### src/hw/rtl/rrt_ram.sv
// Generic single write port RAM with one registered read port.
// Stands alone; used for the node table and the obstacle table.
`default_nettype none

module rrt_ram #(
  parameter int WIDTH = 8,
  parameter int DEPTH = 16,
  localparam int AW = (DEPTH > 1) ? $clog2(DEPTH) : 1
) (
  input  wire logic             clk_i,
  input  wire logic             we_i,
  input  wire logic [AW-1:0]    waddr_i,
  input  wire logic [WIDTH-1:0] wdata_i,
  input  wire logic             re_i,
  input  wire logic [AW-1:0]    raddr_i,
  output logic      [WIDTH-1:0] rdata_o
);

  logic [WIDTH-1:0] mem_q [DEPTH];

  // Write and registered read.
  always_ff @(posedge clk_i) begin
    if (we_i) begin
      mem_q[waddr_i] <= wdata_i;
    end
    if (re_i) begin
      rdata_o <= mem_q[raddr_i];
    end
  end

endmodule

`default_nettype wire

### config.mk
export PLATFORM = sky130hd
export DESIGN_NAME = rrt_ram
export DESIGN_NICKNAME = d
export VERILOG_FILES = /design/src/hw/rtl/rrt_ram.sv
export SDC_FILE = /design/constraint.sdc
export NUM_CORES = 1
export LEC_CHECK = 0
export ABC_CLOCK_PERIOD_IN_PS = 2350
export BUFFER_PORTS_ARGS = -buffer_cell sky130_fd_sc_hd__buf_2
export CAP_MARGIN = 20
export CORE_MARGIN = 1
export CORE_UTILIZATION = 60
export DETAILED_ROUTE_END_ITERATION = 10
export PLACE_DENSITY = 0.79
export SYNTH_ARGS = -nofsm -noshare
export SYNTH_HDL_FRONTEND = slang
export SYNTH_SLANG_ARGS = --single-unit
### constraint.sdc
create_clock -name clk_i -period 2.35 [get_ports clk_i]
set_input_delay 0.235 -clock clk_i [delete_from_list [all_inputs] [get_ports clk_i]]
set_output_delay 0.235 -clock clk_i [all_outputs]
set_load 0.02 [all_outputs]
==> metrics.cfg, run 1 <==
[outcome]
status = complete, no violations

[global_routing]
antenna_found_initial = 0
grt_max_degree = 33
grt_pass1_vias = 2651
grt_overflow = 0
grt_pass1_wl_mm = 15.26
track_usage_pct = 25.20

[timing]
fin_tns_setup_ns = 0
min_period_over_period_pct = 64.62
finalMaxSlewViolations = 0
rsz0062_at_grt = false
worst_pin_slew_ns = 0.8731
finalCriticalPeriod_ns = 1.519
final_hold_viol_count = 0
slew-limit-headroom_pct = 41.58
fin_skew_ns = 0.009199
setup_viol_count_final = 0
fin_ws_ns = 0.8315
fmax_mhz = 658.5

[clocking]
cts_buffer_depth = 2
cts_setup_buffers = 0
cts_sinks = 136
holdBufCountCts = 0
clk_pin_slew_worst_paths_ns = 0.06
cts_tree = done
cts_resized = 0
cts_buffers = 17
cts_max_level = 4
insertion_delay_ns = 0.50
root_buffer = clkbuf_8

[die]
row_count = 33
dieArea_um2 = 9090
die_w_um = 95.34
initial_core_util_pct = 62.68
core_area_um2 = 8341
io_pins = 27
chipHeight_um = 95.34

[pwr]
power_density_nw_per_um2 = 899.1
power.leakage_nw = 2.080
ir_drop_mv = 0.6520

[logic_synthesis]
synth_enable_flop_cells = 136
yosysTopAreaCell = edfxtp_1
synthCells = 229
netlist_area_um2 = 5228
syn_avg_cell_area_um2 = 22.83
ys_ff_latch = 136
ys_warn_count = 0
muxShareOfSynthArea_pct = 14.79
synth_most_common_cell = edfxtp_1
synth_top_area_share_pct = 78.12
synth-simple-area-share_pct = 3.135
synth_flop_cell = edfxtp_1
synth_top_family_by_area = multiplexers
synth_compound_area_share_pct = 2.298
synth_cell_types = 18
synth-xor-area-share_pct = 0
synthTopCellsByCount = 136 x edfxtp_1, 18 x mux4_2, 16 x a22oi_1
synth_nets = 248
synth_area_leaders = edfxtp_1 78%, mux4_2 7.8%, mux4_1 7.0%
yosys.area_share.adder_pct = 0
synthArstFlopShare_pct = 0
synth_seq_area_share_pct = 78.12

[final_layout]
post_route_cells_drive_above_1_share_pct = 31.40
final_cell_area_um2 = 6113
multi_input_area_um2 = 1057
fillCellCount = 488
nNetsFinal = 299
syn_to_final_growth_pct = 16.95
seq_area_um2 = 4084
fin_util_pct = 73.30
n_antenna_cell = 0

[route]
drtPass1Iterations = 5
wl_per_cell_um = 25.42
drc = 0
initialDrtViolationCount = 206
viasPerCell = 6.442
wl_mm = 10.12
vias = 2564
ant_nets = 0

[worst_setup_path]
cp_slowest_cell = mux4_1
reg2reg_slack_ns = 0.83
cp-start-kind = flop
critPathMaxFanout = 1
slowest_delay_ns = 0.49
crit_chain = mux4_1 -> a22oi_1 -> nand2_1
endpoint_kind = flop
arrival_ns = 1.76
worstPathRequired_ns = 2.59
path_class = flop to flop

[placed_design]
place_congestion = 0.7385
dp_hpwl_mm = 6.103
place_ws_ns = 0.5037
port_buffers = 26
placed_area_um2 = 5548

[hold_path]
hold_class = input port to flop

[run]
maxCapViolCount = 0

==> worst max-delay path, delay by kind of cell, from the launching register on <==
kind	cells	cell delay, ns
and+or+nand+nor	1	0.09
DFF	1	0.38
muxes	1	0.49
AOI/OAI and AO/OA	1	0.29
==> through the flow <==
step,cells,power [mW],hold WS [ns]
detailed placement,366,3.059,0.6258
CTS,398,5.518,0.09779
finish,398,5.496,0.1137
global route,398,5.632,0.09149
floorplan,229,2.947,0.3339
global placement,366,3.048,0.6129
==> cell families after synthesis <==
kind of cell           after synthesis
AO/OA/AOI/OAI                       16
multiplexers                        32
buffers and inverters               10
flip-flops                         136
AND/OR/NAND/NOR                     35
==> metal layers <==
layer	vias up	global-route usage, %	share of wire (%)
li1	1087	-	-
met1	1317	34.77	42
met2	141	39.29	51
met3	19	5.582	5.9
met4	0	10.98	1.6
met5	-	0	0
==> path summary, 6_finish.rpt <==
check | start | endpoint | cells after the start
worst max-delay path | mem_q[8][4] | rdata_o[4] | 3
worst min-delay path | wdata_i[0] | mem_q[4][0] | 1
worst max register to register | mem_q[8][4] | rdata_o[4] | 3
worst min register to register | mem_q[4][3] | rdata_o[3] | 3
==> layout by cell type (no fill, tap or decap) <==
cell type	Yosys	final
nor2_1	13	13
nor2b_1	1	1
clkbuf_8	0	1
inv_6	0	3
bufinv_16	0	2
buf_12	0	2
edfxtp_1	136	136
clkinv_1	0	1
or3b_2	1	1
nor3_1	4	4
and2_1	1	1
mux4_1	14	14
and2b_1	1	1
mux4_2	18	18
buf_4	1	14
nand2_1	9	9
clkinv_4	0	3
clkbuf_16	0	16
a22oi_1	16	16
nand3b_1	2	2
nand3_1	1	1
clkinv_2	0	4
nand2b_1	2	2
buf_2	3	26
clkinvlp_4	0	2
==> flip-flops by register name, indices dropped and copies added (netlist names) <==
name,count
mem_q,128
rdata_o,8
==> area by class of cell <==
type                    instances  area share [%]
well taps                     105           2.149
multi-input cells              83           17.29
clock buffers                  17           6.774
flip-flops and latches        136           66.80
repair buffers                 42           4.503
clock inverters                15           2.476
==> power by group <==
group	switching [mW]	internal [mW]
sequential	0.0161	2.73
clock	0.977	1.51
combinational	0.155	0.105
No activity file was read; power rests on OpenSTA's default activity.
==> run 2, diff against run 1 <==
--- a/config.mk
+++ b/config.mk
@@ -5,7 +5,7 @@
 export SDC_FILE = /design/constraint.sdc
 export NUM_CORES = 1
 export LEC_CHECK = 0
-export ABC_CLOCK_PERIOD_IN_PS = 2350
+export ABC_CLOCK_PERIOD_IN_PS = 1500
 export BUFFER_PORTS_ARGS = -buffer_cell sky130_fd_sc_hd__buf_2
 export CAP_MARGIN = 20
 export CORE_MARGIN = 1
==> constraint.sdc (replaced) <==
create_clock -name clk_i -period 1.5 [get_ports clk_i]
set_input_delay 0.15 -clock clk_i [delete_from_list [all_inputs] [get_ports clk_i]]
set_output_delay 0.15 -clock clk_i [all_outputs]
set_load 0.02 [all_outputs]
==> run 2 against run 1 <==
Non-clock buffer count rose by 16. Clock power is 59% higher. Worst setup slack got worse by 0.82 ns. First-iteration DRC count grew 53%. Sequential share of layout area fell by 2.0 points. Die area stayed put. Via count is 4.9% higher. Critical path depth did not move. Combinational power up 78%. Clock-buffer cell count increased by 1. Core utilization grew 2.3 points. Sequential cell count unchanged. Critical endpoint is now rdata_o[6]. Highest routed layer unchanged.
==> metrics.cfg, run 2 (synthesis results as in run 1) <==
[outcome]
status = complete, no violations

[final_layout]
regMostFlops = mem_q
nNetsFinal = 315  ; +5.4%
layout_commonest_cell = edfxtp_1
final_cell_area_um2 = 6306  ; +3.2%
largest_reg_flops = 128  ; unchanged
n_antenna_cell = 0  ; unchanged
syn_to_final_growth_pct = 20.63
top_regs = mem_q (128), rdata_o (8)
post_route_cells_drive_above_1_share_pct = 38.19  ; +6.8 points
most-common-layout-cells = 136 x edfxtp_1, 27 x buf_4, 26 x buf_2, 22 x mux4_2, 16 x clkbuf_16

[worst_setup_path]
path_class = flop to flop
arrival_ns = 1.73  ; -0.03 ns
endpoint_kind = flop
critPathMaxFanout = 1  ; unchanged
cp-start-kind = flop
reg2reg_slack_ns = 0.02  ; -0.82 ns
worstPathRequired_ns = 1.75  ; -0.84 ns

[route]
viasPerCell = 6.495  ; +0.82%
ant_nets = 0  ; unchanged
wl_per_cell_um = 25.60  ; +0.71%
drc = 0  ; unchanged
drtPass1Iterations = 5  ; unchanged
initialDrtViolationCount = 316  ; +53%
vias = 2689  ; +4.9%
wl_mm = 10.60  ; +4.8%

[pwr]
power_density_nw_per_um2 = 1386  ; +54%
total_power_mw = 8.737  ; +59%
ir_drop_mv = 0.8752  ; +34%
power.leakage_nw = 2.148  ; +3.3%

[global_routing]
track_usage_pct = 26.14  ; +0.94 points
antenna_found_initial = 0  ; unchanged
grt_max_degree = 20  ; -39%
grt_overflow = 0  ; unchanged
grt_pass1_vias = 2591  ; -2.3%
grt_pass1_wl_mm = 15.46  ; +1.3%

[clocking]
insertion_delay_ns = 0.51  ; about the same
clk_pin_slew_worst_paths_ns = 0.06  ; about the same
cts_setup_buffers = 0  ; unchanged
cts_buffers = 17  ; unchanged
cts_tree = done
cts_buffer_depth = 2  ; unchanged
root_buffer = clkbuf_8
cts_max_level = 4  ; unchanged
cts_sinks = 136  ; unchanged

[timing]
finalMaxSlewViolations = 0  ; unchanged
finalCriticalPeriod_ns = 1.484  ; -0.03402 ns
fmax_mhz = 673.6  ; +2.3%
final_hold_viol_count = 0  ; unchanged
fin_skew_ns = 0.006166  ; -0.003033 ns
min_period_over_period_pct = 98.97  ; +34 points
setup_viol_count_final = 0  ; unchanged
worst_pin_slew_ns = 1.027  ; +0.1535 ns
slew-limit-headroom_pct = 31.31  ; -10 points

[die]
io_pins = 27  ; unchanged
initial_core_util_pct = 62.68  ; unchanged
core_area_um2 = 8341  ; unchanged
chipHeight_um = 95.34  ; unchanged
row_count = 33  ; unchanged
die_w_um = 95.34  ; unchanged
dieArea_um2 = 9090  ; unchanged

[hold_path]
hold_class = input port to flop

[placed_design]
dp_hpwl_mm = 6.349  ; +4.0%
port_buffers = 26  ; unchanged
placed_area_um2 = 5690  ; +2.6%
place_congestion = 0.8443  ; +14%

[run]
maxCapViolCount = 0  ; unchanged

[run 2: critical path: stages (launching register included)]
cell	delay (ns)
edfxtp_1	0.38
mux4_2	0.50
a22oi_2	0.23
nand2_1	0.11
[run 2: path summary, 6_finish.rpt]
| path | to | cells after the start | startpoint |
|---|---|---|---|
| worst max-delay path | rdata_o[6] | 3 | mem_q[2][6] |
| worst min-delay path | mem_q[7][1] | 1 | wdata_i[1] |
| worst max register to register | rdata_o[6] | 3 | mem_q[2][6] |
| worst min register to register | rdata_o[7] | 3 | mem_q[12][7] |
[run 2: per-stage QoR]
step                TNS (ns)  cells  utilization (%)  hold slack, ns  setup slack (ns)
floorplan                  0    229                -          0.2489           0.06759
global placement      -1.114    381            68.23          0.5225           -0.1980
detailed placement    -1.330    381            68.23          0.5264           -0.2227
CTS                        0    414            75.40        0.006420          0.006212
global route        -0.01551    414            75.61         0.01125          -0.01216
finish                     0    414            75.61         0.02666           0.01552
[run 2: cell type report]
type	instances	area (um2)
Sequential cell	136	4084
Fill cell	455	2034
Multi-Input combinational cell	83	1092
Timing Repair Buffer	58	422.9
Clock buffer	18	417.9
Clock inverter	14	157.7
Tap cell	105	131.4
[run 2: per-layer routing]
metal	track usage, %	up-vias	share of wire (%)
met1	36.73	1380	40
met5	0	-	0
met2	40.60	179	50
met3	6.539	15	8.1
met4	9.217	0	1.6
li1	-	1115	-
[run 2: where the power goes]
group	leakage [nW]	switching, mW	internal, mW
Clock	0.265	1.46	2.50
Sequential	1.24	0.0267	4.28
Combinational	0.646	0.267	0.197
Total	2.15	1.75	6.98
[run 2: repair_timing]
action                                 4_1_cts  5_1_grt
resized for setup                            6        7
endpoints found under the hold margin        8        0
hold buffers                                 1        0
setup endpoints to repair                    4        7
pin swaps                                    1        1
