File: src/hw/rtl/rrt_pkg.sv
// Package of the RRT extend step: widths, codes, sequencer states and shared types.
// Used by rrt_sqdist, rrt_rootdiv, the top level and the checker; it depends on nothing.
`default_nettype none

package rrt_pkg;

  // Field and datapath widths fixed by the Q8.8 number format.
  localparam int COORD_W  = 16;
  localparam int LEN_W    = 15;
  localparam int DIFF_W   = 17;
  localparam int SQ_W     = 32;
  localparam int DIST_W   = 33;
  localparam int LIMSQ_W  = 30;
  localparam int ROOT_W   = 17;
  localparam int NUM_W    = 32;
  localparam int SQ_ITER  = 17;
  localparam int DIV_ITER = 32;
  localparam int ITER_W   = 6;
  localparam int OCNT_W   = 4;

  // Configuration port.
  localparam int CFG_IDX_W  = 3;
  localparam int CFG_DATA_W = 16;
  localparam logic [CFG_IDX_W-1:0] CFG_START_X   = 3'd0;
  localparam logic [CFG_IDX_W-1:0] CFG_START_Y   = 3'd1;
  localparam logic [CFG_IDX_W-1:0] CFG_GOAL_X    = 3'd2;
  localparam logic [CFG_IDX_W-1:0] CFG_GOAL_Y    = 3'd3;
  localparam logic [CFG_IDX_W-1:0] CFG_STEP_LEN  = 3'd4;
  localparam logic [CFG_IDX_W-1:0] CFG_OBS_COUNT = 3'd5;

  // Register reset values.
  localparam logic signed [COORD_W-1:0] GOAL_X_RST   = 16'sd1536;
  localparam logic signed [COORD_W-1:0] GOAL_Y_RST   = 16'sd1792;
  localparam logic [LEN_W-1:0]          STEP_LEN_RST = 15'd256;

  // Operation codes.
  localparam logic [1:0] OP_RESTART = 2'd0;
  localparam logic [1:0] OP_LOAD    = 2'd1;
  localparam logic [1:0] OP_EXTEND  = 2'd2;

  // Result status codes.
  localparam logic [2:0] STATUS_ACK    = 3'd0;
  localparam logic [2:0] STATUS_ADDED  = 3'd1;
  localparam logic [2:0] STATUS_REJECT = 3'd2;
  localparam logic [2:0] STATUS_GOAL   = 3'd3;
  localparam logic [2:0] STATUS_NONE   = 3'd4;

  // Sequencer states.
  typedef enum logic [3:0] {
    ST_IDLE,
    ST_SCAN,
    ST_ROOT,
    ST_ROOT_W,
    ST_MULX,
    ST_DIVX,
    ST_DIVX_W,
    ST_MULY,
    ST_DIVY,
    ST_DIVY_W,
    ST_SAT,
    ST_OBST,
    ST_COMMIT,
    ST_RESP
  } seq_state_e;

  // Operation of the iterative root and divide unit.
  typedef enum logic {
    RD_SQRT,
    RD_DIV
  } rd_mode_e;

  // Result of the squared distance unit.
  typedef struct packed {
    logic                     valid;
    logic                     le;
    logic [DIST_W-1:0]        dsq;
    logic signed [DIFF_W-1:0] dx;
    logic signed [DIFF_W-1:0] dy;
  } sqd_res_t;

  // Clamp an 18 bit signed sum to the 16 bit signed coordinate range.
  function automatic logic signed [COORD_W-1:0] sat16(input logic signed [COORD_W+1:0] v);
    logic signed [COORD_W-1:0] r;
    if (v > 18'sd32767) begin
      r = 16'sh7fff;
    end else if (v < -18'sd32768) begin
      r = 16'sh8000;
    end else begin
      r = v[COORD_W-1:0];
    end
    return r;
  endfunction

endpackage

`default_nettype wire

File: src/hw/rtl/rrt_sqdist.sv
// Two stage squared distance unit shared by the node scan, obstacle and goal tests.
// Depends on rrt_pkg for widths and the result struct.
`default_nettype none

module rrt_sqdist (
  input  wire logic                               clk_i,
  input  wire logic                               rst_ni,
  input  wire logic                               valid_i,
  input  wire logic signed [rrt_pkg::COORD_W-1:0] ax_i,
  input  wire logic signed [rrt_pkg::COORD_W-1:0] ay_i,
  input  wire logic signed [rrt_pkg::COORD_W-1:0] bx_i,
  input  wire logic signed [rrt_pkg::COORD_W-1:0] by_i,
  input  wire logic        [rrt_pkg::LEN_W-1:0]   lim_i,
  output rrt_pkg::sqd_res_t                       res_o
);

  logic                                  v1_q, v2_q;
  logic signed [rrt_pkg::DIFF_W-1:0]     dx1_q, dy1_q, dx2_q, dy2_q;
  logic        [rrt_pkg::LEN_W-1:0]      lim1_q;
  logic        [rrt_pkg::SQ_W-1:0]       sqx_q, sqy_q;
  logic        [rrt_pkg::LIMSQ_W-1:0]    limsq_q;
  logic signed [2*rrt_pkg::DIFF_W-1:0]   px, py;
  logic        [2*rrt_pkg::LEN_W-1:0]    pl;
  logic        [rrt_pkg::DIST_W-1:0]     dsum;

  // Stage valid flags.
  always_ff @(posedge clk_i or negedge rst_ni) begin
    if (!rst_ni) begin
      v1_q <= 1'b0;
      v2_q <= 1'b0;
    end else begin
      v1_q <= valid_i;
      v2_q <= v1_q;
    end
  end

  // The squares are non-negative and below 2^32.
  assign px = dx1_q * dx1_q;
  assign py = dy1_q * dy1_q;
  assign pl = lim1_q * lim1_q;

  // Differences in the first stage, squares in the second.
  always_ff @(posedge clk_i) begin
    dx1_q   <= {ax_i[rrt_pkg::COORD_W-1], ax_i} - {bx_i[rrt_pkg::COORD_W-1], bx_i};
    dy1_q   <= {ay_i[rrt_pkg::COORD_W-1], ay_i} - {by_i[rrt_pkg::COORD_W-1], by_i};
    lim1_q  <= lim_i;
    sqx_q   <= px[rrt_pkg::SQ_W-1:0];
    sqy_q   <= py[rrt_pkg::SQ_W-1:0];
    limsq_q <= pl;
    dx2_q   <= dx1_q;
    dy2_q   <= dy1_q;
  end

  assign dsum = {1'b0, sqx_q} + {1'b0, sqy_q};

  always_comb begin
    res_o.valid = v2_q;
    res_o.dsq   = dsum;
    res_o.le    = dsum <= rrt_pkg::DIST_W'(limsq_q);
    res_o.dx    = dx2_q;
    res_o.dy    = dy2_q;
  end

endmodule

`default_nettype wire

File: config.mk
export PLATFORM = sky130hd
export DESIGN_NAME = rrt_sqdist
export DESIGN_NICKNAME = d
export VERILOG_FILES = /design/src/hw/rtl/rrt_pkg.sv /design/src/hw/rtl/rrt_sqdist.sv
export SDC_FILE = /design/constraint.sdc
export NUM_CORES = 2
export LEC_CHECK = 0
export BUFFER_PORTS_ARGS = -buffer_cell sky130_fd_sc_hd__buf_4
export CAP_MARGIN = 5
export CORE_MARGIN = 2
export CORE_UTILIZATION = 45
export DETAILED_ROUTE_END_ITERATION = 12
export RECOVER_POWER = 25
export SYNTH_ARGS = -nofsm -noshare
export SYNTH_HDL_FRONTEND = slang
export SYNTH_SLANG_ARGS = --single-unit
File: constraint.sdc
create_clock -name clk_i -period 7.2 [get_ports clk_i]
set_clock_uncertainty 0.15 [all_clocks]
set_input_delay 1.44 -clock clk_i [delete_from_list [all_inputs] [get_ports clk_i]]
set_output_delay 1.44 -clock clk_i [all_outputs]
set_load 0.05 [all_outputs]
==> flow_summary.ini <==
[floorplanning]
initial_core_util_pct = 45.6
dieHeight_um = 271
die_width_um = 271
pin_count = 151
fp-row-count = 97
core_area_sq_mm = 0.0703
design.die.area_sq_mm = 0.0733

[synth]
synthArstFlopShare_pct = 1.15
ys_top_cells_by_area = fa_1 (41%), ha_1 (14%), inv_1 (11%), dfxtp_1 (11%), xnor2_1 (3.5%)
synthCells = 3419
synth_commonest_cells = inv_1 (943), fa_1 (651), ha_1 (348), nand2_1 (261), dfxtp_1 (172)
synth_enable_flop_cells = 0
post-synth-top-count-cell = inv_1
synth_nets = 4500
syn-mean-instance-area_sq_um = 9.37
netlist.area_leader.share_pct = 40.7
synth_cell_types = 60
synth_seq_area_share_pct = 10.9
synth_flop_type = dfxtp_1
syn-cell-area_sq_mm = 0.0320
synth-seq-cells = 174
yosysWarningCount = 0
yosys.area.top_type = fa_1

[place]
detailedPlacementHpwl_um = 58700
place_ws_ns = 0.395
io_buffer_count = 150
routability_congestion = 0.864
dpl-instance-area_sq_mm = 0.0344

[sta]
achievable-frequency_mhz = 145
report.final.setup_viol = 0
period_minus_slack_ns = 6.91
min_period_over_period_pct = 96.0
worst-slew-pin-transition_ns = 0.964
timing_max_transition_violations_final = 0
finalHoldViolations = 0
post-route-worst-setup-slack_ns = 0.291
timing.max_slew.rel_slack_pct = 35.7

[clock_network]
cts-buffers-inserted = 17
tritoncts = done
clock-root-buffer = clkbuf_16
ctsHtreeMaxLevel = 4
clock_tree.buffer_depth = 2
cts.sinks = 174
clock_latency_ns = 0.50
worst_setup_hold_path_clk_slew_ns = 0.08

[final_layout]
stdcell_area_sq_mm = 0.0349
syn2layout_area_growth_pct = 9.09
postLayoutCoreUtil_pct = 49.7
layout-drive-gt1-share_pct = 6.72
nFillCells = 6742
antennaDiodeCount = 0
fin_nets = 4642

[global_route]
met2_layer_usage_reported_by_global_route_pct = 35.7
grt_use_met3_pct = 2.12
global_route_wire_length_before_repair_um = 118000
grt_max_degree = 23
grt_util_all_layers_pct = 20.2
antenna_found_initial = 0
grt_busiest_layer = met2
overflow = 0
first_global_vias = 24100
global_route.usage.met1_pct = 26.4

[drt]
route.vias.total = 21900
count_of_routing_violations_after_the_opening_detailed_route_iteration = 920
route.final.wire_length_um = 68300
detail_route.first_pass.iterations = 5
final_antenna_net_count = 0
viasPerCell = 4.85
drc_violations_left = 0
wl_per_cell_um = 15.1

[critical_path]
crit-reg2reg-launch = dx1_q[2]
setup.worst_path.class = flop to output pin
worst_setup_path_start_kind = flop
crit_required_ns = 5.61
worst_r2r_endpoint = sqx_q[30]
reg2reg_depth = 19
cp_max_fo = 4
critical_path_arrival_ns = 5.32
setup.worst_path.end_class = output pin
r2r_setup_slack_ns = 0.41

[run_status]
outcome = complete, no violations

[run]
max_capacitance_violation_count = 0

[worst_hold_path]
holdPathEnd = v2_q
min-delay-path-class = flop to flop
min_delay_path_depth = 0
hp_start = v1_q
-- critical path: stages (launching register included) --
cell and delay [ns]:
dfxtp_1 0.31, ha_1 0.33, a211oi_1 0.27, o21ai_0 0.19, a211oi_2 0.37, a211oi_1 0.16
or2_2 0.32, a21oi_2 0.20, o21ai_0 0.12, xor2_1 0.33, ha_1 0.31, a21o_1 0.16
a21o_1 0.17, a21o_1 0.17, a21o_1 0.17, a21o_1 0.17, a2111oi_1 0.40, o21ai_0 0.18
a21boi_2 0.25, buf_4 0.25
-- worst max-delay path by stage --
stage	start	end	slack (ns)
4_1_cts	sqx_q[3]	res_o[67]	0.19
2_1_floorplan	sqx_q[3]	res_o[67]	0.32
3_5_place_dp	dx1_q[3]	sqx_q[30]	0.40
3_3_place_gp	dx1_q[3]	sqx_q[30]	0.44
6_report	sqx_q[3]	res_o[67]	0.29
5_1_grt	sqx_q[3]	res_o[67]	-0.004
-- timing repair --
action,CTS,global route
endpoints found under the setup margin,0,3
hold buffers,0,0
gates resized for setup,0,6
buffers inserted,0,1
-- logic make-up after synthesis --
| kind of cell | Yosys count | synth area share, % |
|---|---|---|
| DFF | 174 | 10.9 |
| adders and majority gates | 999 | 54.3 |
| buffers and inverters | 1011 | 11.9 |
| AOI/OAI and AO/OA | 360 | 7.42 |
| and+or+nand+nor | 706 | 10.8 |
| xor gates and xnor gates | 165 | 4.51 |
| muxes | 4 | 0.141 |
-- layout make-up --
class	count	area, sq um	area share [%]
Multi-Input combinational cell	2234	24700	70.8
Inverter	943	3540	10.1
Sequential cell	174	3500	10.0
Timing Repair Buffer	191	1370	3.91
Tap cell	940	1180	3.37
Clock buffer	18	439	1.26
Clock inverter	14	183	0.523
-- registers in the layout, indices dropped and copies added (netlist names) --
signal   count
v1_q         1
sqx_q       31
dy1_q       17
dx2_q       16
v2_q         1
sqy_q       31
limsq_q     29
lim1_q      15
dy2_q       16
dx1_q       17
-- stage by stage --
stage	cells	TNS [ns]	hold WS (ns)
3_5_place_dp	4481	0	0.193
2_1_floorplan	3419	0	0.181
3_3_place_gp	4481	0	0.183
4_1_cts	4513	0	0.212
6_report	4514	0	0.208
5_1_grt	4514	-0.00373	0.215
-- placed cells by master, fill, tap and decap left out, types with 7 or more instances in the layout --
cell / synthesis / layout
clkbuf_1: 65 / 18
ha_1: 348 / 348
a211oi_1: 18 / 18
nor3_1: 34 / 34
buf_4: 3 / 155
o21a_1: 17 / 17
o31ai_1: 10 / 10
nand3_1: 27 / 27
xnor2_1: 127 / 127
and3_1: 9 / 9
nand4_1: 13 / 13
a21oi_1: 97 / 96
o21bai_1: 15 / 15
o21ai_0: 61 / 61
nand2b_1: 20 / 20
nand2_1: 261 / 261
fa_1: 651 / 651
a31oi_1: 11 / 11
clkbuf_4: 0 / 18
a21boi_0: 8 / 7
or3_1: 7 / 7
a31o_2: 11 / 11
inv_1: 943 / 943
nor2_1: 95 / 95
nor2b_1: 46 / 46
dfxtp_1: 172 / 169
and2_1: 165 / 163
clkbuf_16: 0 / 17
or2_2: 9 / 9
xor2_1: 38 / 38
o211ai_1: 12 / 12
nor4_1: 8 / 8
a21o_1: 65 / 65
-- layer usage --
layer / share of wire, % / vias to the layer above
met4: 1.7 / 0
met5: 0 / -
met3: 2.8 / 66
li1: - / 10600
met1: 44 / 11000
met2: 51 / 270
Power is not shown: default switching activity piles up to over one toggle a cycle in this logic, so the estimate is an artifact.
