===== config.mk =====
export PLATFORM = sky130hd
export DESIGN_NAME = rrt_rootdiv
export DESIGN_NICKNAME = d
export VERILOG_FILES = /design/src/hw/rtl/rrt_pkg.sv /design/src/hw/rtl/rrt_rootdiv.sv
export SDC_FILE = /design/constraint.sdc
export NUM_CORES = 1
export LEC_CHECK = 0
export ABC_AREA = 1
export BUFFER_PORTS_ARGS = -buffer_cell sky130_fd_sc_hd__buf_2
export CAP_MARGIN = 10
export CORE_MARGIN = 2
export CORE_UTILIZATION = 40
export DETAILED_ROUTE_END_ITERATION = 10
export HOLD_SLACK_MARGIN = 0.02
export SYNTH_ARGS = -nofsm -noshare
export SYNTH_HDL_FRONTEND = slang
export SYNTH_SLANG_ARGS = --single-unit
export TNS_END_PERCENT = 100

===== constraint.sdc =====
create_clock -name clk_i -period 5.8 [get_ports clk_i]
set_input_delay 1.16 -clock clk_i [delete_from_list [all_inputs] [get_ports clk_i]]
set_output_delay 1.16 -clock clk_i [all_outputs]
set_load 0.02 [all_outputs]

===== src/hw/rtl/rrt_pkg.sv =====
// Package of the RRT extend step: widths, codes, sequencer states and shared types.
// Used by rrt_sqdist, rrt_rootdiv, the top level and the checker; it depends on nothing.
`default_nettype none

package rrt_pkg;

  // Field and datapath widths fixed by the Q8.8 number format.
  localparam int COORD_W  = 16;
  localparam int LEN_W    = 15;
  localparam int DIFF_W   = 17;
  localparam int SQ_W     = 32;
  localparam int DIST_W   = 33;
  localparam int LIMSQ_W  = 30;
  localparam int ROOT_W   = 17;
  localparam int NUM_W    = 32;
  localparam int SQ_ITER  = 17;
  localparam int DIV_ITER = 32;
  localparam int ITER_W   = 6;
  localparam int OCNT_W   = 4;

  // Configuration port.
  localparam int CFG_IDX_W  = 3;
  localparam int CFG_DATA_W = 16;
  localparam logic [CFG_IDX_W-1:0] CFG_START_X   = 3'd0;
  localparam logic [CFG_IDX_W-1:0] CFG_START_Y   = 3'd1;
  localparam logic [CFG_IDX_W-1:0] CFG_GOAL_X    = 3'd2;
  localparam logic [CFG_IDX_W-1:0] CFG_GOAL_Y    = 3'd3;
  localparam logic [CFG_IDX_W-1:0] CFG_STEP_LEN  = 3'd4;
  localparam logic [CFG_IDX_W-1:0] CFG_OBS_COUNT = 3'd5;

  // Register reset values.
  localparam logic signed [COORD_W-1:0] GOAL_X_RST   = 16'sd1536;
  localparam logic signed [COORD_W-1:0] GOAL_Y_RST   = 16'sd1792;
  localparam logic [LEN_W-1:0]          STEP_LEN_RST = 15'd256;

  // Operation codes.
  localparam logic [1:0] OP_RESTART = 2'd0;
  localparam logic [1:0] OP_LOAD    = 2'd1;
  localparam logic [1:0] OP_EXTEND  = 2'd2;

  // Result status codes.
  localparam logic [2:0] STATUS_ACK    = 3'd0;
  localparam logic [2:0] STATUS_ADDED  = 3'd1;
  localparam logic [2:0] STATUS_REJECT = 3'd2;
  localparam logic [2:0] STATUS_GOAL   = 3'd3;
  localparam logic [2:0] STATUS_NONE   = 3'd4;

  // Sequencer states.
  typedef enum logic [3:0] {
    ST_IDLE,
    ST_SCAN,
    ST_ROOT,
    ST_ROOT_W,
    ST_MULX,
    ST_DIVX,
    ST_DIVX_W,
    ST_MULY,
    ST_DIVY,
    ST_DIVY_W,
    ST_SAT,
    ST_OBST,
    ST_COMMIT,
    ST_RESP
  } seq_state_e;

  // Operation of the iterative root and divide unit.
  typedef enum logic {
    RD_SQRT,
    RD_DIV
  } rd_mode_e;

  // Result of the squared distance unit.
  typedef struct packed {
    logic                     valid;
    logic                     le;
    logic [DIST_W-1:0]        dsq;
    logic signed [DIFF_W-1:0] dx;
    logic signed [DIFF_W-1:0] dy;
  } sqd_res_t;

  // Clamp an 18 bit signed sum to the 16 bit signed coordinate range.
  function automatic logic signed [COORD_W-1:0] sat16(input logic signed [COORD_W+1:0] v);
    logic signed [COORD_W-1:0] r;
    if (v > 18'sd32767) begin
      r = 16'sh7fff;
    end else if (v < -18'sd32768) begin
      r = 16'sh8000;
    end else begin
      r = v[COORD_W-1:0];
    end
    return r;
  endfunction

endpackage

`default_nettype wire


===== src/hw/rtl/rrt_rootdiv.sv =====
// Iterative unit: integer square root, one result bit a cycle, or restoring divide.
// Depends on rrt_pkg for widths, iteration counts and the mode type.
`default_nettype none

module rrt_rootdiv (
  input  wire logic                             clk_i,
  input  wire logic                             rst_ni,
  input  wire logic                             start_i,
  input  wire rrt_pkg::rd_mode_e                mode_i,
  input  wire logic [rrt_pkg::DIST_W-1:0]       rad_i,
  input  wire logic [rrt_pkg::NUM_W-1:0]        num_i,
  input  wire logic [rrt_pkg::ROOT_W-1:0]       den_i,
  output logic                                  done_o,
  output logic      [rrt_pkg::NUM_W-1:0]        res_o
);

  localparam int RW = rrt_pkg::DIST_W + 1;
  localparam logic [RW-1:0] BIT0 = RW'(1) << (rrt_pkg::DIST_W - 1);

  logic                          busy_q, done_q, last;
  rrt_pkg::rd_mode_e             mode_q;
  logic [rrt_pkg::ITER_W-1:0]    cnt_q;
  logic [RW-1:0]                 rem_q, root_q, bit_q, trial;
  logic [rrt_pkg::ROOT_W-1:0]    drem_q, den_q;
  logic [rrt_pkg::NUM_W-1:0]     quo_q;
  logic [rrt_pkg::ROOT_W:0]      sh;

  assign trial = root_q + bit_q;
  assign sh    = {drem_q, quo_q[rrt_pkg::NUM_W-1]};
  assign last  = (mode_q == rrt_pkg::RD_SQRT) ?
                 (cnt_q == rrt_pkg::ITER_W'(rrt_pkg::SQ_ITER - 1)) :
                 (cnt_q == rrt_pkg::ITER_W'(rrt_pkg::DIV_ITER - 1));

  // Iteration control.
  always_ff @(posedge clk_i or negedge rst_ni) begin
    if (!rst_ni) begin
      busy_q <= 1'b0;
      done_q <= 1'b0;
      cnt_q  <= '0;
      mode_q <= rrt_pkg::RD_SQRT;
    end else begin
      done_q <= 1'b0;
      if (start_i) begin
        busy_q <= 1'b1;
        cnt_q  <= '0;
        mode_q <= mode_i;
      end else if (busy_q) begin
        cnt_q <= cnt_q + 1'b1;
        if (last) begin
          busy_q <= 1'b0;
          done_q <= 1'b1;
        end
      end
    end
  end

  // One root bit or one quotient bit each busy cycle.
  always_ff @(posedge clk_i) begin
    if (start_i) begin
      rem_q  <= {1'b0, rad_i};
      root_q <= '0;
      bit_q  <= BIT0;
      drem_q <= '0;
      quo_q  <= num_i;
      den_q  <= den_i;
    end else if (busy_q) begin
      if (mode_q == rrt_pkg::RD_SQRT) begin
        if (rem_q >= trial) begin
          rem_q  <= rem_q - trial;
          root_q <= (root_q >> 1) + bit_q;
        end else begin
          root_q <= root_q >> 1;
        end
        bit_q <= bit_q >> 2;
      end else begin
        if (sh >= {1'b0, den_q}) begin
          drem_q <= rrt_pkg::ROOT_W'(sh - {1'b0, den_q});
          quo_q  <= {quo_q[rrt_pkg::NUM_W-2:0], 1'b1};
        end else begin
          drem_q <= sh[rrt_pkg::ROOT_W-1:0];
          quo_q  <= {quo_q[rrt_pkg::NUM_W-2:0], 1'b0};
        end
      end
    end
  end

  assign done_o = done_q;
  assign res_o  = (mode_q == rrt_pkg::RD_SQRT) ?
                  rrt_pkg::NUM_W'(root_q[rrt_pkg::ROOT_W-1:0]) : quo_q;

endmodule

`default_nettype wire


==> impl_metrics.yaml, run 1 <==
status:
  status: "finished, final reports clean"
layout:
  syn_to_final_growth_pct: 11.6
  fillers: 3510
  drive_gt1_share_pct: 9.31
  area.sequential_mm2: 0.00407
  stdcell_area_mm2: 0.0148
  finalNetCount: 2312
  multiInputGateArea_mm2: 0.00798
routing:
  dr_total_vias: 13120
  route.met2.wl_um: 18100
  avgViaCountPerCell: 5.06
  wl_um: 39200
  routed.top_layer: "met5"
  drtPass1Iterations: 5
  antenna_left: 0
  dr_wl_met3_um: 2190
  remaining_drc_errors: 0
  wl_per_cell_um: 15.1
  met1_length_um: 18000
  drt_iter0_drc: 876
cts:
  htreeDepth: 4
  clock-sinks: 160
  cts_tree: "yes"
  clk_pin_slew_ns: 0.07
  cts_resized: 0
  cts_buffer_depth: 2
  hold_buffers: 0
  cts_buffers: 17
  post_cts_buffers: 0
  clk_latency_ns: 0.44
  root_buffer: "clkbuf_16"
worst_hold_path:
  holdCritPathClass: "flop to flop"
  holdCritStartpoint: "cnt_q[5]"
synth:
  yosysTopAreaCell: "nand2_1"
  synth_top_area_share_pct: 20.3
  synth_ff_type: "edfxtp_1"
  synth_cell_types: 49
  synth.yosys.warnings: 0
  netlist_instances: 2046
  ys_seq_area_share_pct: 30.7
  async_reset_ff_share_pct: 5.63
  synth_edf_count: 82
  syn-num-nets: 2222
  ys_ff_latch: 160
  synth_area_leaders: "nand2_1 20%, edfxtp_1 19%, dfxtp_1 10%, ha_1 8.3%, inv_1 7.1%"
  avgSynthCellArea_um2: 6.48
  syn_area_mm2: 0.0133
setup_path:
  cp-start-kind: "flop"
  cp_top_family: "simple AND/OR/NAND/NOR gates"
  r2r_end: "rem_q[24]"
  crit_chain: "ha_1 -> nand2_1 -> o21ai_0 -> nand2_1 -> nand2_1 -> a21oi_1 -> o21ai_1 -> a21oi_1 -> xor2_1 -> ha_1 -> nand2_1 -> nor2_1 -> inv_1 -> nor2_2 -> and2_1 -> nand2_4 -> nand2_8 -> nand2_2 -> nand2_1 -> buf_4"
  r2r_cells: 20
  crit_path_frequent_cell: "nand2_1"
  critPathLaunch: "root_q[6]"
  cp-endpoint: "rem_q[24]"
  slowest_stage: "dfxtp_1"
  r2r_slack_ns: 1.12
  path_class: "flop to flop"
  critPathMaxFanout: 45
  endpoint_kind: "flop"
  crit_buf_inv: 2
  crit_cells: 20
  r2r_start: "root_q[6]"
  critical_path.max_stage_delay_ns: 0.39
  required_ns: 5.88
  crit_arrival_ns: 4.76
timing:
  slew_headroom_pct: 45.9
  max_freq_ghz: 0.214
  drv_slew: 0
  worst_slew_pin_slew_ns: 0.811
  post-route-period-util_pct: 80.7
  finalSetupViolCount: 0
  finalClockSkew_ns: 0.0177
  rsz0062_at_grt: "no"
  finalCriticalPeriod_ns: 4.68
  final.setup.tns_ns: 0
  hold_viol: 0
placed_design:
  dpl_cell_area_mm2: 0.0142
  hpwl_um: 30700
  portBuffers: 118
  finalWeightedCongestion: 0.909
global_routing:
  grt_max_degree: 70
  antenna_found_initial: 2
  grt_pass1_vias: 12450
  grt_use_total_pct: 23.2
  grt_pass1_wl_um: 63400
  grt-ovfl-total: 0
power_and_ir_drop:
  ir_worst_vdd_mv: 0.257
  powerDensity_mw_per_mm2: 473
  power_leakage_nw: 7.24
die:
  die_w_um: 186
  num_rows: 66
  dieArea_mm2: 0.0346
  core_area_mm2: 0.0326
  ios: 119
  die_h_um: 186
  start_util_pct: 40.7
run:
  cap_violations: 0
-- worst reg2reg max path, delay by kind of cell (launching register included) --
kind | cells | cell delay (ns)
fa+ha+maj | 2 | 0.75
compound gates | 4 | 0.89
simple gates | 11 | 1.61
xor+xnor | 1 | 0.16
flops | 1 | 0.39
buf+inv | 2 | 0.47
-- metrics by stage --
| step | util [%] | cells | hold slack (ns) | total power [mW] | worst slack [ns] |
|---|---|---|---|---|---|
| final | 45.4 | 2592 | 0.471 | 7.01 | 1.12 |
| after global routing | 45.4 | 2591 | 0.495 | 7.65 | 0.656 |
| after CTS | 45.4 | 2591 | 0.475 | 7.04 | 1.17 |
| after detailed placement | 43.5 | 2559 | 0.448 | 5.83 | 1.18 |
| after global placement | 43.5 | 2559 | 0.444 | 5.80 | 1.28 |
| after floorplan | - | 2046 | 0.426 | 4.87 | 1.76 |
-- worst min path at each step --
stage / endpoint / slack (ns) / cells past startpoint
floorplan: drem_q[16] / 0.43 / 2
global placement: drem_q[16] / 0.44 / 2
detailed placement: drem_q[16] / 0.45 / 2
CTS: cnt_q[5] / 0.48 / 1
global route: drem_q[10] / 0.50 / 2
finish: cnt_q[5] / 0.47 / 1
-- synth_stat cells, drive strengths merged, types with 19 or more instances --
master and count:
clkbuf 31, ha 88, nor2 173, edfxtp 82, nor3 29, a21oi 116, o21ai 113, dfxtp 69
inv 253, xnor2 19, nand3 177, xor2 33, buf 24, nand2 730
-- layer usage --
| layer | GRT usage [%] | up-vias |
|---|---|---|
| li1 | - | 6804 |
| met1 | 30.6 | 5883 |
| met2 | 38.8 | 378 |
| met3 | 3.93 | 53 |
| met4 | 7.50 | 2 |
| met5 | 0 | - |
-- layout by cell type, fill, tap and decap left out, types with 13 or more instances in the layout --
cell type  count
inv_1        249
or2_2         13
edfxtp_1      82
nand3b_1      15
ha_1          88
o21bai_1      14
clkbuf_16     17
nor2_1       167
o21ai_0      101
xor2_1        33
nor3_1        29
dfxtp_1       69
nand2_1      718
buf_2        117
a21oi_1      113
nand3_1      175
xnor2_1       19
-- area by class of cell --
| cell class | count | share of cell area [%] |
|---|---|---|
| multi-input combinational | 1578 | 53.9 |
| inverter | 253 | 6.41 |
| tap | 442 | 3.73 |
| clock buffer | 18 | 2.90 |
| antenna | 1 | 0.0169 |
| sequential | 160 | 27.5 |
| timing repair buffer | 126 | 4.41 |
| clock inverter | 14 | 1.17 |
-- flip-flops by register name, summed over array words and instances, names as in the netlist --
signal / count
bit_q: 17
quo_q: 32
cnt_q: 6
mode_q: 1
den_q: 17
rem_q: 34
busy_q: 1
root_q: 34
done_o: 1
drem_q: 17
-- cell families after synthesis --
| family | Yosys count | share of synthesized area [%] |
|---|---|---|
| simple gates | 1161 | 36.6 |
| buf+inv | 308 | 9.23 |
| compound gates | 275 | 11.4 |
| flops | 160 | 30.7 |
| fa+ha+maj | 90 | 8.60 |
| xor+xnor | 52 | 3.43 |
-- power by group --
group / total [mW] / leakage [nW] / switching, mW / internal [mW]
Sequential: 1.80 / 1.51 / 0.266 / 1.54
Combinational: 4.02 / 5.44 / 2.66 / 1.36
Clock: 1.18 / 0.286 / 0.529 / 0.651
Note: power is estimated with default switching activity, not from simulation.
==> run 2: changes to the inputs <==
ABC_AREA = 0   (was 1)
clock period = 4.1 ns   (was 5.8 ns; I/O delays follow)
==> run 2 against run 1 <==
Net effect:
- the flow now finishes with violations (setup timing)
- area after synthesis down 16%
- worst hold slack worse by 0.25 ns
- design area up 4.8%
- sequential share of layout area down 1.2 points
- core utilization up 11 points
==> impl_metrics.yaml, run 2 <==
status:
  status: "finished, violations left"
  violations: "setup timing"
setup_path:
  r2r_end: "rem_q[29]"
  crit_buf_inv: 5
  r2r_start: "root_q[2]"
  path_class: "flop to flop"
  slowest_stage: "a221o_1"
  endpoint_kind: "flop"
  cp_top_family: "compound AO/OA/AOI/OAI gates"
  critPathLaunch: "root_q[2]"
  crit_arrival_ns: 4.76
  crit_chain: "ha_4 -> buf_6 -> a31oi_4 -> o21bai_4 -> a31oi_4 -> buf_4 -> buf_6 -> nor2_4 -> nor2_2 -> buf_4 -> xor2_1 -> ha_2 -> a211o_1 -> buf_4 -> a2111o_1 -> o31ai_1 -> nor3_4 -> a31oi_4 -> o21ai_2 -> a221o_1 -> a21o_1 -> a211o_1 -> a22o_1"
  r2r_cells: 23
  required_ns: 4.30
  cp-start-kind: "flop"
  r2r_slack_ns: -0.46
  critical_path.max_stage_delay_ns: 0.40
  critPathMaxFanout: 3
cts:
  cts_buffers: 17
  cts_tree: "yes"
  hold_buffers: 0
  htreeDepth: 4
  clock-sinks: 160
  clk_latency_ns: 0.44
  root_buffer: "clkbuf_16"
  cts_buffer_depth: 2
  clk_pin_slew_ns: 0.07
synth:
  synth_ff_type: "edfxtp_1"
  synth_area_leaders: "edfxtp_1 22%, dfxtp_1 12%, ha_1 9.9%, nand2_1 5.3%, mux2_2 5.1%"
  ys_seq_area_share_pct: 36.4
  synth-xor-area-share_pct: 7.13
  yosysTopAreaCell: "edfxtp_1"
  synth_cell_types: 68
  synth-adder-area-share_pct: 10.2
  async_reset_ff_share_pct: 5.63
  synth_top_family_by_area: "compound AO/OA/AOI/OAI gates"
  ys_ff_latch: 160
  avgSynthCellArea_um2: 8.94
  synth_top_area_share_pct: 22.0
  synth.yosys.warnings: 0
  yosys.area_share.simple_pct: 15.5
  syn-num-nets: 1426
  synth_compound_area_share_pct: 20.7
  yosysMostFrequentCell: "nand2_1"
  synth_mux_area_share_pct: 6.22
  synth_edf_count: 82
  syn_area_mm2: 0.0112
  yosys-top-cells-count: "157 x nand2_1, 88 x ha_1, 82 x edfxtp_1"
  netlist_instances: 1250
routing:
  wl_per_cell_um: 16.4
  remaining_drc_errors: 0
  wl_um: 32400
  drt_iter0_drc: 701
  drtPass1Iterations: 5
  antenna_left: 0
  avgViaCountPerCell: 5.33
  dr_total_vias: 10523
timing:
  finalCriticalPeriod_ns: 4.56
  worst_slew_pin_slew_ns: 0.904
  worst_slack_ns: -0.462
  max_freq_ghz: 0.219
  finalSetupViolCount: 83
  drv_slew: 0
  hold_slack_ns: 0.223
  slew_headroom_pct: 39.6
  final.setup.tns_ns: -29.91
  hold_viol: 0
  post-route-period-util_pct: 111
  rsz0062_at_grt: "yes"
  finalClockSkew_ns: 0.0104
placed_design:
  finalWeightedCongestion: 0.892
  hpwl_um: 22600
  dpl.cell_count: 1876
  portBuffers: 118
global_routing:
  grt_use_total_pct: 21.6
  grt_max_degree: 80
  grt-ovfl-total: 0
  antenna_found_initial: 1
  grt_use_met2_pct: 37.9
  grt_use_met3_pct: 3.38
  grt_pass1_wl_um: 50100
  grt_pass1_vias: 10101
  busiest_layer: "met2"
  grt_use_met1_pct: 26.5
power_and_ir_drop:
  power_mw: 12.0
  ir_worst_vdd_mv: 0.559
  powerDensity_mw_per_mm2: 775
  power_leakage_nw: 6.54
layout:
  reg.largest.list: "rem_q x34, root_q x34, quo_q x32"
  finalNetCount: 1760
  final_common_cell: "buf_4"
  syn_to_final_growth_pct: 38.9
  utilization_pct: 56.2
  final_cell_mix: "234 x buf_4, 145 x nand2_1, 117 x buf_2"
  multiInputGateArea_mm2: 0.00747
  drive_gt1_share_pct: 37.3
  fillers: 2460
  layout.cells.non_filler: 1976
  area.sequential_mm2: 0.00408
die:
  num_rows: 61
  dieArea_mm2: 0.0293
  start_util_pct: 40.4
  die_h_um: 171
  die_w_um: 171
  core_area_mm2: 0.0276
  ios: 119
worst_hold_path:
  holdCritPathClass: "input port to async pin"
run:
  cap_violations: 0
-- run 2: cell count changes after synthesis, moves of 47 or more --
cell,delta
inv_1,-204
mux2_2,+51
nand3_1,-159
nand2_1,-561
nor2_1,-87
o21ai_0,-47
-- run 2: logic make-up after synthesis --
family                     Yosys count
DFF                                160
and+or+nand+nor                    376
buffers and inverters              110
AOI/OAI and AO/OA                  360
adders and majority gates           90
xor gates and xnor gates            91
muxes                               63
-- run 2: per-layer routing --
metal  up-vias  part of all wire, %
met1      5009                   43
met5         -                    0
met2       189                   50
li1       5254                    -
met3        71                  3.2
met4         0                  2.9
-- run 2: worst max-delay path by stage --
stage,to,slack (ns),cells after the start
floorplan,rem_q[0],-0.63,21
global placement,rem_q[32],-0.59,24
detailed placement,root_q[13],-0.68,23
CTS,root_q[13],-0.53,23
global route,root_q[5],-0.67,23
finish,rem_q[29],-0.46,23
-- run 2: per-stage QoR --
| step | setup slack (ns) | instance area (um^2) |
|---|---|---|
| floorplan | -0.626 | 11400 |
| global placement | -0.588 | 13700 |
| detailed placement | -0.677 | 13700 |
| CTS | -0.530 | 15000 |
| global route | -0.665 | 15500 |
| finish | -0.462 | 15500 |
-- run 2: cell type report --
| cell class | instances | share of cell area, % |
|---|---|---|
| Antenna cell | 1 | 0.0161 |
| Clock buffer | 18 | 2.83 |
| Clock inverter | 14 | 0.984 |
| Inverter | 46 | 1.11 |
| Multi-Input combinational cell | 980 | 48.2 |
| Sequential cell | 160 | 26.3 |
| Tap cell | 378 | 3.05 |
| Timing Repair Buffer | 379 | 17.5 |
-- run 2: timing repair --
item | CTS | global route
endpoints found under the setup margin | 82 | 88
pin swaps | 83 | 70
cloned | 2 | 1
buffers inserted | 48 | 18
resized for setup | 78 | 77
-- run 2: report_power, final --
part / leakage, nW / switching, mW / internal [mW]
clock: 0.292 / 0.718 / 0.924
combinational: 4.74 / 3.89 / 4.10
sequential: 1.51 / 0.235 / 2.15
==> run 3: changes to the inputs <==
GPL_TIMING_DRIVEN = 0   (was default)
MAX_ROUTING_LAYER = met4   (was default)
SETUP_SLACK_MARGIN = 0.1   (was default)
==> run 3 against run 2 <==
Net effect:
- the flow still finishes with violations (setup timing)
- sequential share of layout area grew 1.9 points
- critical path depth is the same
- total power shrank 6.6%
- count of clock-buffer cells in the layout grew 1
- setup slack lost 0.42 ns
- critical path type unchanged
==> impl_metrics.yaml, run 3 (synthesized netlist as in run 2, its figures left out) <==
status:
  status: "finished, violations left"
  violations: "setup timing"
setup_path:
  crit_buf_inv: 5
  endpoint_kind: "flop"
  crit_cells: 23
  cp_top_family: "compound AO/OA/AOI/OAI gates"
  cp-start-kind: "flop"
  critPathMaxFanout: 8
  required_ns: 4.44
  r2r_start: "root_q[2]"
  critPathLaunch: "root_q[2]"
  slowest_stage: "o41ai_4"
  crit_path_frequent_cell: "buf_4"
  critical_path.max_stage_delay_ns: 0.46
  r2r_cells: 23
  crit_arrival_ns: 5.32
  path_class: "flop to flop"
  crit_chain: "ha_4 -> a21oi_4 -> o21bai_4 -> a31oi_4 -> o31ai_4 -> a2111oi_4 -> buf_4 -> o41ai_4 -> buf_4 -> nand2_4 -> xor2_2 -> ha_1 -> buf_6 -> nand2_4 -> nor4_4 -> nand2_1 -> o31a_1 -> nand2_2 -> a21oi_4 -> buf_6 -> buf_4 -> or3_4 -> a311oi_2"
routing:
  antenna_left: 0
  avgViaCountPerCell: 5.57
  wl_per_cell_um: 18.3
  drt_iter0_drc: 706
  remaining_drc_errors: 0
  dr_total_vias: 10418
  wl_um: 34300
  drtPass1Iterations: 5
die:
  start_util_pct: 40.4
  ios: 119
  core_area_mm2: 0.0276
  dieArea_mm2: 0.0293
  num_rows: 61
  die_w_um: 171
  die_h_um: 171
layout:
  finalNetCount: 1656
  fillers: 2578
  final_common_cell: "nand2_1"
  final_cell_mix: "140 x nand2_1, 120 x buf_2, 82 x edfxtp_1"
  syn_to_final_growth_pct: 30.3
  reg.largest.list: "rem_q x34, root_q x34, quo_q x32"
  drive_gt1_share_pct: 29.9
  layout.cells.non_filler: 1872
timing:
  post-route-period-util_pct: 122
  finalSetupViolCount: 81
  max_freq_ghz: 0.201
  rsz0062_at_grt: "yes"
  slew_headroom_pct: 34.6
  finalClockSkew_ns: 0.0153
  finalCriticalPeriod_ns: 4.98
  worst_slew_pin_slew_ns: 0.981
  worst_slack_ns: -0.882
  hold_viol: 0
  drv_slew: 0
placed_design:
  portBuffers: 118
  dpl_worst_slack_ns: -1.94
  finalWeightedCongestion: 0.929
  hpwl_um: 24100
  dpl.cell_count: 1747
cts:
  root_buffer: "clkbuf_16"
  clk_latency_ns: 0.44
  cts_buffers: 17
  htreeDepth: 4
  cts_buffer_depth: 2
  clk_pin_slew_ns: 0.07
  cts_tree: "yes"
  clock-sinks: 160
  hold_buffers: 0
global_routing:
  grt-ovfl-total: 0
  grt_pass1_vias: 9848
  grt_use_total_pct: 24.1
  antenna_found_initial: 1
  grt_pass1_wl_um: 53000
  grt_max_degree: 20
power_and_ir_drop:
  ir_worst_vdd_mv: 0.467
  power_mw: 11.2
  powerDensity_mw_per_mm2: 771
  power_leakage_nw: 5.84
run:
  cap_violations: 0
worst_hold_path:
  holdCritPathClass: "input port to async pin"
run 3: changes by cell type in the layout (fill, tap and decap cells not counted), moves of 4 or more:
cell,previous run,this run
o21ai_1,42,48
dfxtp_1,60,52
buf_4,234,67
nor2_1,71,75
buf_1,0,7
dfxtp_4,1,7
clkbuf_1,0,45
nand2_1,145,140
run 3: power by group:
| group | switching, mW | internal [mW] | leakage [nW] | total (mW) |
|---|---|---|---|---|
| Combinational | 3.81 | 3.43 | 4.05 | 7.24 |
| Clock | 0.722 | 0.851 | 0.273 | 1.57 |
| Sequential | 0.256 | 2.16 | 1.51 | 2.42 |
| Total | 4.79 | 6.44 | 5.84 | 11.2 |
run 3: worst paths after layout:
path                         endpoint  slack [ns]
max in group asynchronous    cnt_q[3]        3.70
max                        root_q[13]       -0.88
min reg2reg                 drem_q[3]        0.47
min in group clk_i          drem_q[3]        0.47
max reg2reg                root_q[13]       -0.88
min                          cnt_q[0]        0.22
run 3: cell type report:
| class | count | area (um^2) | share of cell area, % |
|---|---|---|---|
| clock buffer | 19 | 433 | 2.97 |
| tap | 378 | 473 | 3.25 |
| timing repair buffer | 210 | 1440 | 9.87 |
| multi-input combinational | 981 | 7460 | 51.3 |
| clock inverter | 13 | 130 | 0.894 |
| antenna | 1 | 2.50 | 0.0172 |
| buffer | 64 | 338 | 2.32 |
| sequential | 160 | 4110 | 28.2 |
| inverter | 46 | 173 | 1.19 |
run 3: what timing repair did:
action                     CTS  global route
pin swaps                   47            59
setup buffers               76            19
gates cloned                 5             0
setup endpoints to repair   84            87
gates resized for setup    124            73
run 3: routing by layer:
metal	up-vias	part of all wire (%)	global-route usage, %
met5	-	0	-
met4	0	3.2	8.40
met3	66	5.0	4.37
met2	280	48	38.9
met1	4996	44	30.4
li1	5076	-	-
run 3: through the flow:
| step | area (um^2) | setup TNS (ns) | util (%) | hold WS (ns) |
|---|---|---|---|---|
| final | 14600 | -57.69 | 52.7 | 0.216 |
| after global routing | 14600 | -72.51 | 52.7 | 0.219 |
| after CTS | 14200 | -49.84 | 51.4 | 0.218 |
| after floorplan | 11400 | -22.70 | - | 0.440 |
| after global placement | 12500 | -97.95 | 45.2 | 0.458 |
| after detailed placement | 12500 | -107.01 | 45.3 | 0.462 |
